File: config.mk
export PLATFORM = sky130hd
export DESIGN_NAME = multi_step_round_timer_sequencer
export DESIGN_NICKNAME = d
export VERILOG_FILES = /design/src/rtl/mrts_pkg.sv /design/src/rtl/mrts_div.sv /design/src/rtl/mrts_ctrl.sv /design/src/rtl/mrts_dp.sv /design/src/rtl/multi_step_round_timer_sequencer.sv
export SDC_FILE = /design/constraint.sdc
export NUM_CORES = 2
export LEC_CHECK = 0
export ABC_AREA = 0
export BUFFER_PORTS_ARGS = -buffer_cell sky130_fd_sc_hd__clkbuf_2
export CORE_MARGIN = 3
export CORE_UTILIZATION = 35
export CTS_BUF_LIST = sky130_fd_sc_hd__clkbuf_4
export CTS_CLUSTER_SIZE = 20
export DETAILED_ROUTE_END_ITERATION = 8
export PLACE_DENSITY_LB_ADDON = 0.3
export RECOVER_POWER = 100
export SYNTH_ARGS = -nofsm -noshare
export SYNTH_HDL_FRONTEND = slang
export SYNTH_SLANG_ARGS = --single-unit
File: constraint.sdc
create_clock -name clk -period 7.1 [get_ports clk]
set_input_delay 1.775 -clock clk [delete_from_list [all_inputs] [get_ports clk]]
set_output_delay 1.775 -clock clk [all_outputs]
set_load 0.05 [all_outputs]
File: src/rtl/mrts_pkg.sv
// Shared types and constants for the round timer sequencer.
`default_nettype none
package mrts_pkg;
  localparam logic [2:0] MODE_TICK    = 3'd0;
  localparam logic [2:0] MODE_LOAD    = 3'd1;
  localparam logic [2:0] MODE_START   = 3'd2;
  localparam logic [2:0] MODE_CONFIRM = 3'd3;
  localparam logic [2:0] MODE_ABORT   = 3'd4;

  localparam logic [1:0] PH_IDLE = 2'd0;
  localparam logic [1:0] PH_RUN  = 2'd1;
  localparam logic [1:0] PH_WAIT = 2'd2;
  localparam logic [1:0] PH_DONE = 2'd3;

  localparam logic [1:0] EV_NONE    = 2'd0;
  localparam logic [1:0] EV_STARTED = 2'd1;
  localparam logic [1:0] EV_EXPIRED = 2'd2;
  localparam logic [1:0] EV_FINISH  = 2'd3;

  localparam int TOTAL_W = 40;
  localparam logic [TOTAL_W-1:0] TOTAL_MAX = '1;

  // controller -> datapath commands
  typedef struct packed {
    logic apply;      // register decoded item effect
    logic tbl_rd;     // read table into rd_q
    logic rd_cur;     // 1: current step, 0: walk index
    logic div_start;  // start divide of the entry in rd_q
    logic dur_ld;     // divider result becomes current duration
    logic round_go;   // pending round start picks run or wait
    logic mul_start;  // multiply quotient by rounds
    logic mul_cur;    // 1: rounds left in current step, 0: all rounds
    logic acc_clr;
    logic acc_init;   // acc = remaining + product
    logic acc_add;    // acc += product, saturating
    logic walk_init;
    logic walk_inc;
  } mrts_cmd_t;

  typedef struct packed {
    logic div_done;
    logic walk_end;
    logic need_total;
  } mrts_sts_t;
endpackage
`default_nettype wire

File: src/rtl/mrts_div.sv
// Radix-2 restoring divider for duration / speed factor, one bit per cycle.
`default_nettype none
module mrts_div import mrts_pkg::*; #(
  parameter int NW = 24,
  parameter int DW = 16
) (
  input  wire logic          clk,
  input  wire logic          rst,
  input  wire logic          start,
  input  wire logic [NW-1:0] num,
  input  wire logic [DW-1:0] den,
  output logic               done,
  output logic [NW-1:0]      quo
);
  localparam int CW = $clog2(NW + 1);
  logic [CW-1:0] cnt;
  logic          busy;
  logic [DW:0]   rem;
  logic [NW-1:0] q;
  logic [DW:0]   trial;
  logic [DW-1:0] dv;

  assign trial = {rem[DW-1:0], q[NW-1]};

  always_ff @(posedge clk) begin
    if (rst) begin
      busy <= 1'b0;
      done <= 1'b0;
      cnt  <= '0;
    end else begin
      done <= 1'b0;
      if (start) begin
        busy <= 1'b1;
        cnt  <= CW'(NW);
        rem  <= '0;
        q    <= num;
        dv   <= (den == '0) ? DW'(1) : den;
      end else if (busy) begin
        if (trial >= {1'b0, dv}) begin
          rem <= trial - {1'b0, dv};
          q   <= {q[NW-2:0], 1'b1};
        end else begin
          rem <= trial;
          q   <= {q[NW-2:0], 1'b0};
        end
        cnt <= cnt - 1'b1;
        if (cnt == CW'(1)) begin
          busy <= 1'b0;
          done <= 1'b1;
        end
      end
    end
  end

  assign quo = q;
endmodule
`default_nettype wire

File: src/rtl/mrts_ctrl.sv
// Sequencing state machine: decode, duration divide, total-left walk.
`default_nettype none
module mrts_ctrl import mrts_pkg::*; (
  input  wire logic clk,
  input  wire logic rst,
  input  wire logic in_fire,
  input  wire logic out_fire,
  input  mrts_sts_t sts,
  output mrts_cmd_t cmd,
  output logic      in_rdy,
  output logic      out_vld
);
  localparam logic [3:0] S_IDLE  = 4'd0;
  localparam logic [3:0] S_CRD   = 4'd1;   // read current entry
  localparam logic [3:0] S_CDIV  = 4'd2;   // divide current entry
  localparam logic [3:0] S_CWAIT = 4'd3;
  localparam logic [3:0] S_APPLY = 4'd4;
  localparam logic [3:0] S_NRD   = 4'd5;   // read entry of the new current step
  localparam logic [3:0] S_NDIV  = 4'd6;
  localparam logic [3:0] S_NWAIT = 4'd7;
  localparam logic [3:0] S_TSEL  = 4'd8;   // total needed or not
  localparam logic [3:0] S_TINIT = 4'd9;
  localparam logic [3:0] S_WCHK  = 4'd10;
  localparam logic [3:0] S_TDIV  = 4'd11;
  localparam logic [3:0] S_TWAIT = 4'd12;
  localparam logic [3:0] S_TMUL  = 4'd13;
  localparam logic [3:0] S_TADD  = 4'd14;
  localparam logic [3:0] S_OUT   = 4'd15;

  logic [3:0] state, state_next;

  always_ff @(posedge clk) begin
    if (rst) begin
      state <= S_IDLE;
    end else begin
      state <= state_next;
    end
  end

  always_comb begin
    state_next = state;
    cmd        = '0;
    unique case (state)
      S_IDLE:  if (in_fire) state_next = S_CRD;
      S_CRD: begin
        cmd.tbl_rd = 1'b1; cmd.rd_cur = 1'b1; state_next = S_CDIV;
      end
      S_CDIV:  begin cmd.div_start = 1'b1; state_next = S_CWAIT; end
      S_CWAIT: if (sts.div_done) begin
        cmd.dur_ld = 1'b1; state_next = S_APPLY;
      end
      S_APPLY: begin cmd.apply = 1'b1; state_next = S_NRD; end
      S_NRD: begin
        cmd.tbl_rd = 1'b1; cmd.rd_cur = 1'b1; state_next = S_NDIV;
      end
      S_NDIV:  begin cmd.div_start = 1'b1; state_next = S_NWAIT; end
      S_NWAIT: if (sts.div_done) begin
        cmd.dur_ld = 1'b1; cmd.round_go = 1'b1; state_next = S_TSEL;
      end
      S_TSEL: begin
        if (sts.need_total) begin
          cmd.mul_start = 1'b1; cmd.mul_cur = 1'b1; cmd.walk_init = 1'b1;
          state_next = S_TINIT;
        end else begin
          cmd.acc_clr = 1'b1; state_next = S_OUT;
        end
      end
      S_TINIT: begin cmd.acc_init = 1'b1; state_next = S_WCHK; end
      S_WCHK: begin
        if (sts.walk_end) state_next = S_OUT;
        else begin
          cmd.tbl_rd = 1'b1; state_next = S_TDIV;
        end
      end
      S_TDIV:  begin cmd.div_start = 1'b1; state_next = S_TWAIT; end
      S_TWAIT: if (sts.div_done) state_next = S_TMUL;
      S_TMUL:  begin cmd.mul_start = 1'b1; state_next = S_TADD; end
      S_TADD: begin
        cmd.acc_add = 1'b1; cmd.walk_inc = 1'b1; state_next = S_WCHK;
      end
      S_OUT:   if (out_fire) state_next = S_IDLE;
      default: state_next = S_IDLE;
    endcase
  end

  assign in_rdy  = (state == S_IDLE);
  assign out_vld = (state == S_OUT);
endmodule
`default_nettype wire

File: src/rtl/mrts_dp.sv
// Datapath: step table, sequencer registers, divider, multiply and total sum.
`default_nettype none
module mrts_dp import mrts_pkg::*; #(
  parameter int MAX_STEPS    = 64,
  parameter int SECONDS_BITS = 24
) (
  input  wire logic        clk,
  input  wire logic        rst,
  input  wire logic        in_fire,
  input  wire logic [2:0]  mode,
  input  wire logic [5:0]  entry_index,
  input  wire logic [23:0] entry_seconds,
  input  wire logic [7:0]  entry_rounds,
  input  wire logic        entry_open,
  input  wire logic [6:0]  step_count,
  input  wire logic        cfg_we,
  input  wire logic [15:0] cfg_data,
  input  mrts_cmd_t        cmd,
  output mrts_sts_t        sts,
  output logic [1:0]       phase,
  output logic [6:0]       step_now,
  output logic [7:0]       round_now,
  output logic [1:0]       event_code,
  output logic             rejected,
  output logic [23:0]      remaining_seconds,
  output logic             remaining_valid,
  output logic [39:0]      total_left_seconds
);
  localparam int AW = (MAX_STEPS > 1) ? $clog2(MAX_STEPS) : 1;
  localparam int SW = SECONDS_BITS;
  localparam int EW = SW + 9;
  localparam int PW = SW + 9;

  logic [EW-1:0] mem [MAX_STEPS];
  logic [EW-1:0] rd_q;
  logic [15:0]   speed;
  logic [2:0]    mode_q;
  logic [5:0]    idx_q;
  logic [SW-1:0] secs_q;
  logic [7:0]    rnds_q;
  logic          opn_q;
  logic [6:0]    cnt_q;
  logic [1:0]    ph;
  logic [6:0]    stp;
  logic [7:0]    rnd;
  logic [SW-1:0] elapsed;
  logic [6:0]    in_use;
  logic [SW-1:0] cur_dur;
  logic [SW-1:0] quo;
  logic [SW-1:0] eff_d;
  logic          div_done;
  logic [PW-1:0] prod;
  logic [TOTAL_W-1:0] acc;
  logic [TOTAL_W-1:0] acc_base;
  logic [TOTAL_W:0]   sum;
  logic [6:0]    widx;
  logic          pend;
  logic [1:0]    ev;
  logic          rej;
  logic [SW-1:0] rd_secs;
  logic [7:0]    rd_rnds;
  logic          rd_open;
  logic [8:0]    eff_r;
  logic [8:0]    mult;
  logic          more_rounds;
  logic [AW-1:0] rd_addr;
  logic          active;
  logic [SW-1:0] el_inc;
  logic [SW-1:0] rem_now;

  assign {rd_open, rd_rnds, rd_secs} = rd_q;
  assign active = (ph == PH_RUN) || (ph == PH_WAIT);

  always_ff @(posedge clk) begin
    if (rst) speed <= 16'd1;
    else if (cfg_we) speed <= cfg_data;
  end

  always_ff @(posedge clk) begin
    if (in_fire) begin
      mode_q <= mode; idx_q <= entry_index; secs_q <= SW'(entry_seconds);
      rnds_q <= entry_rounds; opn_q <= entry_open; cnt_q <= step_count;
    end
  end

  // read address: current step, or walk index
  assign rd_addr = cmd.rd_cur ? AW'(stp) : AW'(widx);

  always_ff @(posedge clk) begin
    if (cmd.apply && mode_q == MODE_LOAD && !active && 32'(idx_q) < MAX_STEPS)
      mem[AW'(idx_q)] <= {opn_q, rnds_q, secs_q};
    if (cmd.tbl_rd) rd_q <= mem[rd_addr];
  end

  mrts_div #(.NW(SW), .DW(16)) u_div (
    .clk(clk), .rst(rst), .start(cmd.div_start), .num(rd_secs), .den(speed),
    .done(div_done), .quo(quo)
  );

  // effective duration of the entry just divided
  assign eff_d = (quo == '0) ? SW'(1) : quo;

  // round multiplier for current (remaining rounds) or later step (all rounds)
  assign eff_r       = (rd_rnds == 8'd0) ? 9'd1 : {1'b0, rd_rnds};
  assign more_rounds = !rd_open && (9'(rnd) + 9'd1 < eff_r);
  always_comb begin
    if (cmd.mul_cur) mult = more_rounds ? eff_r - 9'(rnd) - 9'd1 : 9'd0;
    else mult = rd_open ? 9'd0 : eff_r;
  end

  always_ff @(posedge clk) begin
    if (cmd.mul_start) prod <= PW'(eff_d) * PW'(mult);
  end

  assign el_inc   = (elapsed == '1) ? elapsed : elapsed + 1'b1;
  assign rem_now  = (ph == PH_RUN && elapsed < cur_dur) ? cur_dur - elapsed : '0;
  assign acc_base = cmd.acc_init ? TOTAL_W'(rem_now) : acc;
  assign sum      = {1'b0, acc_base} + (TOTAL_W+1)'(prod);

  always_ff @(posedge clk) begin
    if (rst) begin
      ph <= PH_IDLE; stp <= '0; rnd <= '0; elapsed <= '0; in_use <= '0;
      ev <= EV_NONE; rej <= 1'b0; pend <= 1'b0; widx <= '0; acc <= '0;
      cur_dur <= SW'(1);
    end else begin
      if (cmd.dur_ld) cur_dur <= eff_d;
      if (cmd.apply) begin
        ev   <= EV_NONE;
        rej  <= 1'b0;
        pend <= 1'b0;
        case (mode_q)
          MODE_TICK: if (ph == PH_RUN) begin
            elapsed <= el_inc;
            if (el_inc >= cur_dur) begin ph <= PH_WAIT; ev <= EV_EXPIRED; end
          end
          MODE_START: begin
            if (active || cnt_q == 7'd0 || 32'(cnt_q) > MAX_STEPS) rej <= 1'b1;
            else begin
              in_use <= cnt_q; stp <= '0; rnd <= '0; elapsed <= '0;
              ev <= EV_STARTED; pend <= 1'b1;
            end
          end
          MODE_CONFIRM: if (ph == PH_WAIT) begin
            if (more_rounds) begin
              rnd <= rnd + 1'b1; elapsed <= '0; ev <= EV_STARTED; pend <= 1'b1;
            end else begin
              rnd <= '0; stp <= stp + 7'd1;
              if (stp + 7'd1 >= in_use) begin ph <= PH_DONE; ev <= EV_FINISH; end
              else begin elapsed <= '0; ev <= EV_STARTED; pend <= 1'b1; end
            end
          end
          MODE_ABORT: begin
            ph <= PH_IDLE; stp <= '0; rnd <= '0; elapsed <= '0;
          end
          default: ;
        endcase
      end
      // new round: open flag of the fresh current entry picks run or wait
      if (cmd.round_go && pend) begin
        ph   <= rd_open ? PH_WAIT : PH_RUN;
        pend <= 1'b0;
      end
      if (cmd.acc_clr) acc <= '0;
      if (cmd.acc_init || cmd.acc_add)
        acc <= sum[TOTAL_W] ? TOTAL_MAX : sum[TOTAL_W-1:0];
      if (cmd.walk_init) widx <= stp + 7'd1;
      if (cmd.walk_inc) widx <= widx + 7'd1;
    end
  end

  assign sts.div_done   = div_done;
  assign sts.need_total = active;
  assign sts.walk_end   = (widx >= in_use) || (32'(widx) >= MAX_STEPS);

  assign phase              = ph;
  assign step_now           = stp;
  assign round_now          = rnd;
  assign event_code         = ev;
  assign rejected           = rej;
  assign remaining_seconds  = 24'(rem_now);
  assign remaining_valid    = (ph == PH_RUN);
  assign total_left_seconds = active ? acc : '0;
endmodule
`default_nettype wire

File: src/rtl/multi_step_round_timer_sequencer.sv
// Top level of the timed step sequencer.
//   channel | dir | handshake         | content
//   s_axis  | in  | tvalid/tready     | one command item
//   m_axis  | out | tvalid/tready     | one status item per command
//   cfg     | in  | cfg_we            | speed_factor
// One item at a time. Each item runs two divides by the speed factor, one bit
// per cycle. When the item leaves the block running or waiting, a multiply for
// the current step and a divide and multiply per later step in use follow to
// sum the total left. rst is synchronous; the step table is not cleared. The
// result holds until taken; no new item is accepted meanwhile.
`default_nettype none
module multi_step_round_timer_sequencer import mrts_pkg::*; #(
  parameter int MAX_STEPS    = 64,
  parameter int SECONDS_BITS = 24
) (
  input  wire logic        clk,
  input  wire logic        rst,
  input  wire logic        s_axis_tvalid,
  output logic             s_axis_tready,
  // mode[2:0] entry_index[8:3] entry_seconds[32:9] entry_rounds[40:33]
  // entry_open[41] step_count[48:42]
  input  wire logic [55:0] s_axis_tdata,
  output logic             m_axis_tvalid,
  input  wire logic        m_axis_tready,
  // phase[1:0] step_now[8:2] round_now[16:9] event_code[18:17] rejected[19]
  // remaining_seconds[43:20] remaining_valid[44] total_left_seconds[84:45]
  output logic [87:0]      m_axis_tdata,
  input  wire logic        cfg_we,
  input  wire logic [15:0] cfg_data
);
  mrts_cmd_t cmd;
  mrts_sts_t sts;
  logic in_fire, out_fire;
  logic [1:0]  phase, event_code;
  logic [6:0]  step_now;
  logic [7:0]  round_now;
  logic        rejected, remaining_valid;
  logic [23:0] remaining_seconds;
  logic [39:0] total_left_seconds;

  assign in_fire  = s_axis_tvalid && s_axis_tready;
  assign out_fire = m_axis_tvalid && m_axis_tready;

  mrts_ctrl u_ctrl (
    .clk(clk), .rst(rst), .in_fire(in_fire), .out_fire(out_fire), .sts(sts),
    .cmd(cmd), .in_rdy(s_axis_tready), .out_vld(m_axis_tvalid)
  );

  mrts_dp #(.MAX_STEPS(MAX_STEPS), .SECONDS_BITS(SECONDS_BITS)) u_dp (
    .clk(clk), .rst(rst), .in_fire(in_fire),
    .mode(s_axis_tdata[2:0]), .entry_index(s_axis_tdata[8:3]),
    .entry_seconds(s_axis_tdata[32:9]), .entry_rounds(s_axis_tdata[40:33]),
    .entry_open(s_axis_tdata[41]), .step_count(s_axis_tdata[48:42]),
    .cfg_we(cfg_we), .cfg_data(cfg_data), .cmd(cmd), .sts(sts),
    .phase(phase), .step_now(step_now), .round_now(round_now),
    .event_code(event_code), .rejected(rejected),
    .remaining_seconds(remaining_seconds), .remaining_valid(remaining_valid),
    .total_left_seconds(total_left_seconds)
  );

  assign m_axis_tdata = {3'd0, total_left_seconds, remaining_valid, remaining_seconds,
                         rejected, event_code, round_now, step_now, phase};

  // ready and valid never both high: one item in flight
  a_excl: assert property (@(posedge clk) disable iff (rst)
    !(s_axis_tready && m_axis_tvalid)) else $error("ready with pending result");
  // an accepted item leads to a busy block next cycle
  a_busy: assert property (@(posedge clk) disable iff (rst)
    in_fire |=> !s_axis_tready) else $error("accepted while busy");
  // remaining time only while running
  a_rem: assert property (@(posedge clk) disable iff (rst)
    m_axis_tvalid && !remaining_valid |-> remaining_seconds == 24'd0)
    else $error("remaining outside run");
endmodule
`default_nettype wire
==> impl_results.rst <==
.. list-table::
   :header-rows: 1

   * - Metric
     - Value
   * - Status
     - complete, but fails checks
   * - Violations in the final reports
     - max-capacitance violations, max-slew violations
   * - Pre-CTS worst setup slack
     - -0.408 ns
   * - Hold slack final
     - 0.453 ns
   * - Number of unique standard cell types used by synthesis
     - 96
   * - Height of the die
     - 559 um
   * - Element type at the critical path start
     - register
   * - Slowest stage cell on the critical path
     - sky130_fd_sc_hd__fa_1
   * - Average cell area after synthesis
     - 16.3 um2
   * - Share of layout cells above drive strength 1
     - 27.3%
   * - Sequential cell area
     - 0.0716 mm2
   * - Number of port buffers
     - 156
   * - Cell area after technology mapping
     - 0.107 mm2
   * - Startpoint of the lowest-slack register-to-register path
     - u_dp.round_now[2]
   * - Transition time at the pin with the least slew margin
     - 4.19 ns
   * - Capturing instance or port of the critical path
     - u_dp.prod[23]
   * - Setup-violating endpoint count in the final report
     - 0
   * - Data arrival time at the worst-slack endpoint
     - 7.99 ns
   * - Pin count of the biggest net entering global routing
     - 82
   * - DR iter-0 viols
     - 6064
   * - Setup slack on the worst flop-to-flop path
     - 0.04 ns
   * - WL final
     - 293 mm
   * - Clock tree sinks
     - 2433
   * - Synth-to-Final Area Change
     - 14.3%
   * - Pwr Density
     - 241 mW/mm2
   * - Tightest slew margin relative to the limit
     - -179%
   * - Unrepaired setup endpoints after global routing
     - yes
   * - Clock Skew
     - 0.135 ns
   * - Net count of the finished layout
     - 7740
   * - Clock tree from TritonCTS
     - done
   * - LEAKAGE
     - 42.3 nW
   * - Count of warnings emitted by yosys
     - 0
   * - Detailed route wirelength on metal2
     - 140 mm
   * - WS Path Type
     - register to register
   * - Slack of the critical path
     - 0.0408 ns
   * - Final cell count without fillers
     - 11674
   * - Average wire per standard cell
     - 25.1 um
   * - Final sum of negative setup slack
     - 0 ns
   * - Filler Cell Count
     - 27944
   * - Top Layer Used
     - met5
   * - Post-detailed-placement cell area
     - 0.114 mm2
   * - Vias post-DR
     - 61934
   * - Number of flops mapped to enable cells by yosys
     - 2283
   * - Global-route wire length before repair
     - 426 mm
   * - Hold crit path type
     - register to register
   * - Maximum VDD drop
     - 0.000155 V
   * - Sequential area share after synthesis
     - 67.0%
   * - Non-Filler Cell Area, Final
     - 0.122 mm2
   * - Standard cell core area
     - 0.303 mm2
   * - Clock buffer depth
     - 4
   * - Setup crit start
     - u_dp.round_now[2]
   * - Clock-pin slew on the worst setup and hold paths
     - 0.06 ns
   * - Period utilization
     - 99.4%
   * - Placement row count
     - 202
   * - Utilization after layout
     - 40.3%
   * - Initial standard-cell utilization of the core
     - 35.2%
   * - Highest clock rate
     - 0.142 GHz
   * - Aggregate global routing overflow
     - 0
   * - Post-synthesis cell count
     - 6562
   * - Clock Tree Root
     - sky130_fd_sc_hd__clkbuf_4
   * - GRT Total Usage
     - 18.5%
   * - Number of failing hold endpoints at the final stage
     - 0
   * - Iteration count of the initial detailed-routing pass
     - 8
   * - Dpl hpwl
     - 173 mm
   * - TritonCTS Buffers
     - 618
   * - Maximum cell stage delay along the critical path
     - 0.55 ns
   * - CTS H-tree depth
     - 6
   * - Post-route DRC violation count
     - 0
   * - Vias in the first global route
     - 64317
   * - Overall Power
     - 29.4 mW
   * - FF-to-FF path depth
     - 33
   * - Data required time of the worst path
     - 8.03 ns
   * - Initial antenna violation count
     - 16
   * - Worst path buffer plus inverter count
     - 10
   * - Placer Congestion
     - 0.872
   * - Predominant post-synthesis flop cell
     - sky130_fd_sc_hd__edfxtp_1
   * - Maximum fanout count along the critical path
     - 5
   * - Avg Vias per Cell
     - 5.31
   * - Die width
     - 559 um
   * - Minimum clock period
     - 7.06 ns
   * - Yosys reg bits
     - 2433
   * - Category of the worst setup path capture point
     - register
   * - Async SR Flop Fraction
     - 0%
   * - Area of combinational cells with multiple inputs
     - 0.0336 mm2
   * - Number of gates on the worst path with buffers counted
     - 33
   * - Routed wire length on met3
     - 21.0 mm
   * - Die outline area
     - 0.312 mm2
   * - Number of placed I/O pins
     - 167
   * - Routed metal-1 wire length
     - 122 mm
   * - Clock network latency to the later pin of the worst-skew pair
     - 1.33 ns
   * - Final antenna-violating net count
     - 0
   * - Max capacitance violation total
     - 41
   * - # hold bufs at CTS
     - 0
   * - Dpl cells
     - 10650
   * - Number of pins with negative max-slew slack in the final report
     - 2497
   * - Critical path's top delay family
     - adder cells
   * - R2r endpoint
     - u_dp.prod[23]
[area by class of cell]
type                    instances  share of cell area [%]
repair buffers                504                    2.96
clock buffers                 870                    5.35
multi-input cells            3449                    27.5
well taps                    3978                    4.08
diodes                         10                  0.0205
inverters                     310                   0.953
clock inverters               120                   0.522
flip-flops and latches       2433                    58.6
[kinds of logic (layout without fill, tap and decap cells)]
group	after synthesis	after routing	synth area share (%)
flops	2433	2433	67.0
simple gates	1475	1475	6.53
compound gates	907	907	5.77
buf+inv	682	1804	2.78
mux	583	583	11.7
fa+ha+maj	347	347	5.18
xor+xnor	134	134	1.10
other cells	1	13	0.00351
[worst register-to-register path, delay by kind of cell (launching register included)]
family                     cells  cell delay [ns]
buffers and inverters         10             1.07
DFF                            1             0.36
xor gates and xnor gates       1             0.13
AOI/OAI and AO/OA              9             1.75
and+or+nand+nor                7             1.00
adders and majority gates      6             2.41
[cell usage after synthesis (103+ instances only)]
cell / number / area share (%)
sky130_fd_sc_hd__a211oi_1: 187 / 1.3
sky130_fd_sc_hd__a21oi_1: 226 / 1.1
sky130_fd_sc_hd__and2_1: 218 / 1.3
sky130_fd_sc_hd__clkbuf_1: 243 / 0.85
sky130_fd_sc_hd__dfxtp_1: 150 / 2.8
sky130_fd_sc_hd__edfxtp_1: 2283 / 64
sky130_fd_sc_hd__fa_1: 159 / 3.0
sky130_fd_sc_hd__ha_1: 188 / 2.2
sky130_fd_sc_hd__inv_1: 309 / 1.1
sky130_fd_sc_hd__mux4_2: 528 / 11
sky130_fd_sc_hd__nand2_1: 630 / 2.2
sky130_fd_sc_hd__nor2_1: 254 / 0.89
sky130_fd_sc_hd__nor2b_1: 121 / 0.71
sky130_fd_sc_hd__xnor2_1: 103 / 0.84
[worst min-delay path by stage]
stage	start	endpoint	slack, ns	depth (start not counted)
after floorplan	u_dp.acc[24]	u_dp.acc[24]	0.42	2
after global placement	u_dp.acc[24]	u_dp.acc[24]	0.44	2
after detailed placement	u_dp.acc[7]	u_dp.acc[7]	0.44	2
after CTS	u_dp.acc[7]	u_dp.acc[7]	0.45	2
after global routing	u_dp.acc[20]	u_dp.acc[20]	0.47	2
final	u_dp.acc[7]	u_dp.acc[7]	0.45	2
[routing by layer]
metal | vias to the layer above | track usage, %
met5 | - | 0
met2 | 2379 | 30.4
li1 | 27182 | -
met3 | 450 | 3.54
met1 | 31919 | 24.7
met4 | 4 | 5.92
[timing repair]
action,in CTS,in global routing
gates resized for setup,33,122
pin swaps,12,79
buffers inserted,6,21
endpoints found under the setup margin,12,26
[report_power, final]
part	internal, mW	switching [mW]	total [mW]	leakage [nW]
Sequential	15.9	0.0661	16.0	21.8
Clock	5.79	5.55	11.3	4.33
Combinational	0.798	1.27	2.07	16.2
Total	22.5	6.88	29.4	42.3
[registers in the layout, summed over array words and instances, names as in the netlist, 6 cells and up]
name	count
u_dp.cnt_q	7
u_dp.rnds_q	8
u_dp.rd_q	33
u_dp.elapsed	24
u_dp.prod	33
u_dp.u_div.dv	16
u_dp.speed	16
u_dp.step_now	7
u_dp.u_div.rem	16
u_dp.widx	7
u_dp.mem	2112
u_dp.u_div.quo	24
u_dp.idx_q	6
u_dp.round_now	8
u_dp.cur_dur	24
u_dp.in_use	7
u_dp.secs_q	24
u_dp.acc	40
[layout by cell type (no fill, tap or decap), drive strengths merged, types with 84 or more instances in the layout]
master	instances
a211oi	187
edfxtp	2283
clkinv	97
ha	188
a31oi	84
clkbuf	1067
xnor2	103
and2	218
dfxtp	150
o21ai	104
fa	159
buf	307
mux4	528
nor2	255
nand2	630
nor2b	121
a21oi	228
inv	325
(Power assumes the default switching activity.)
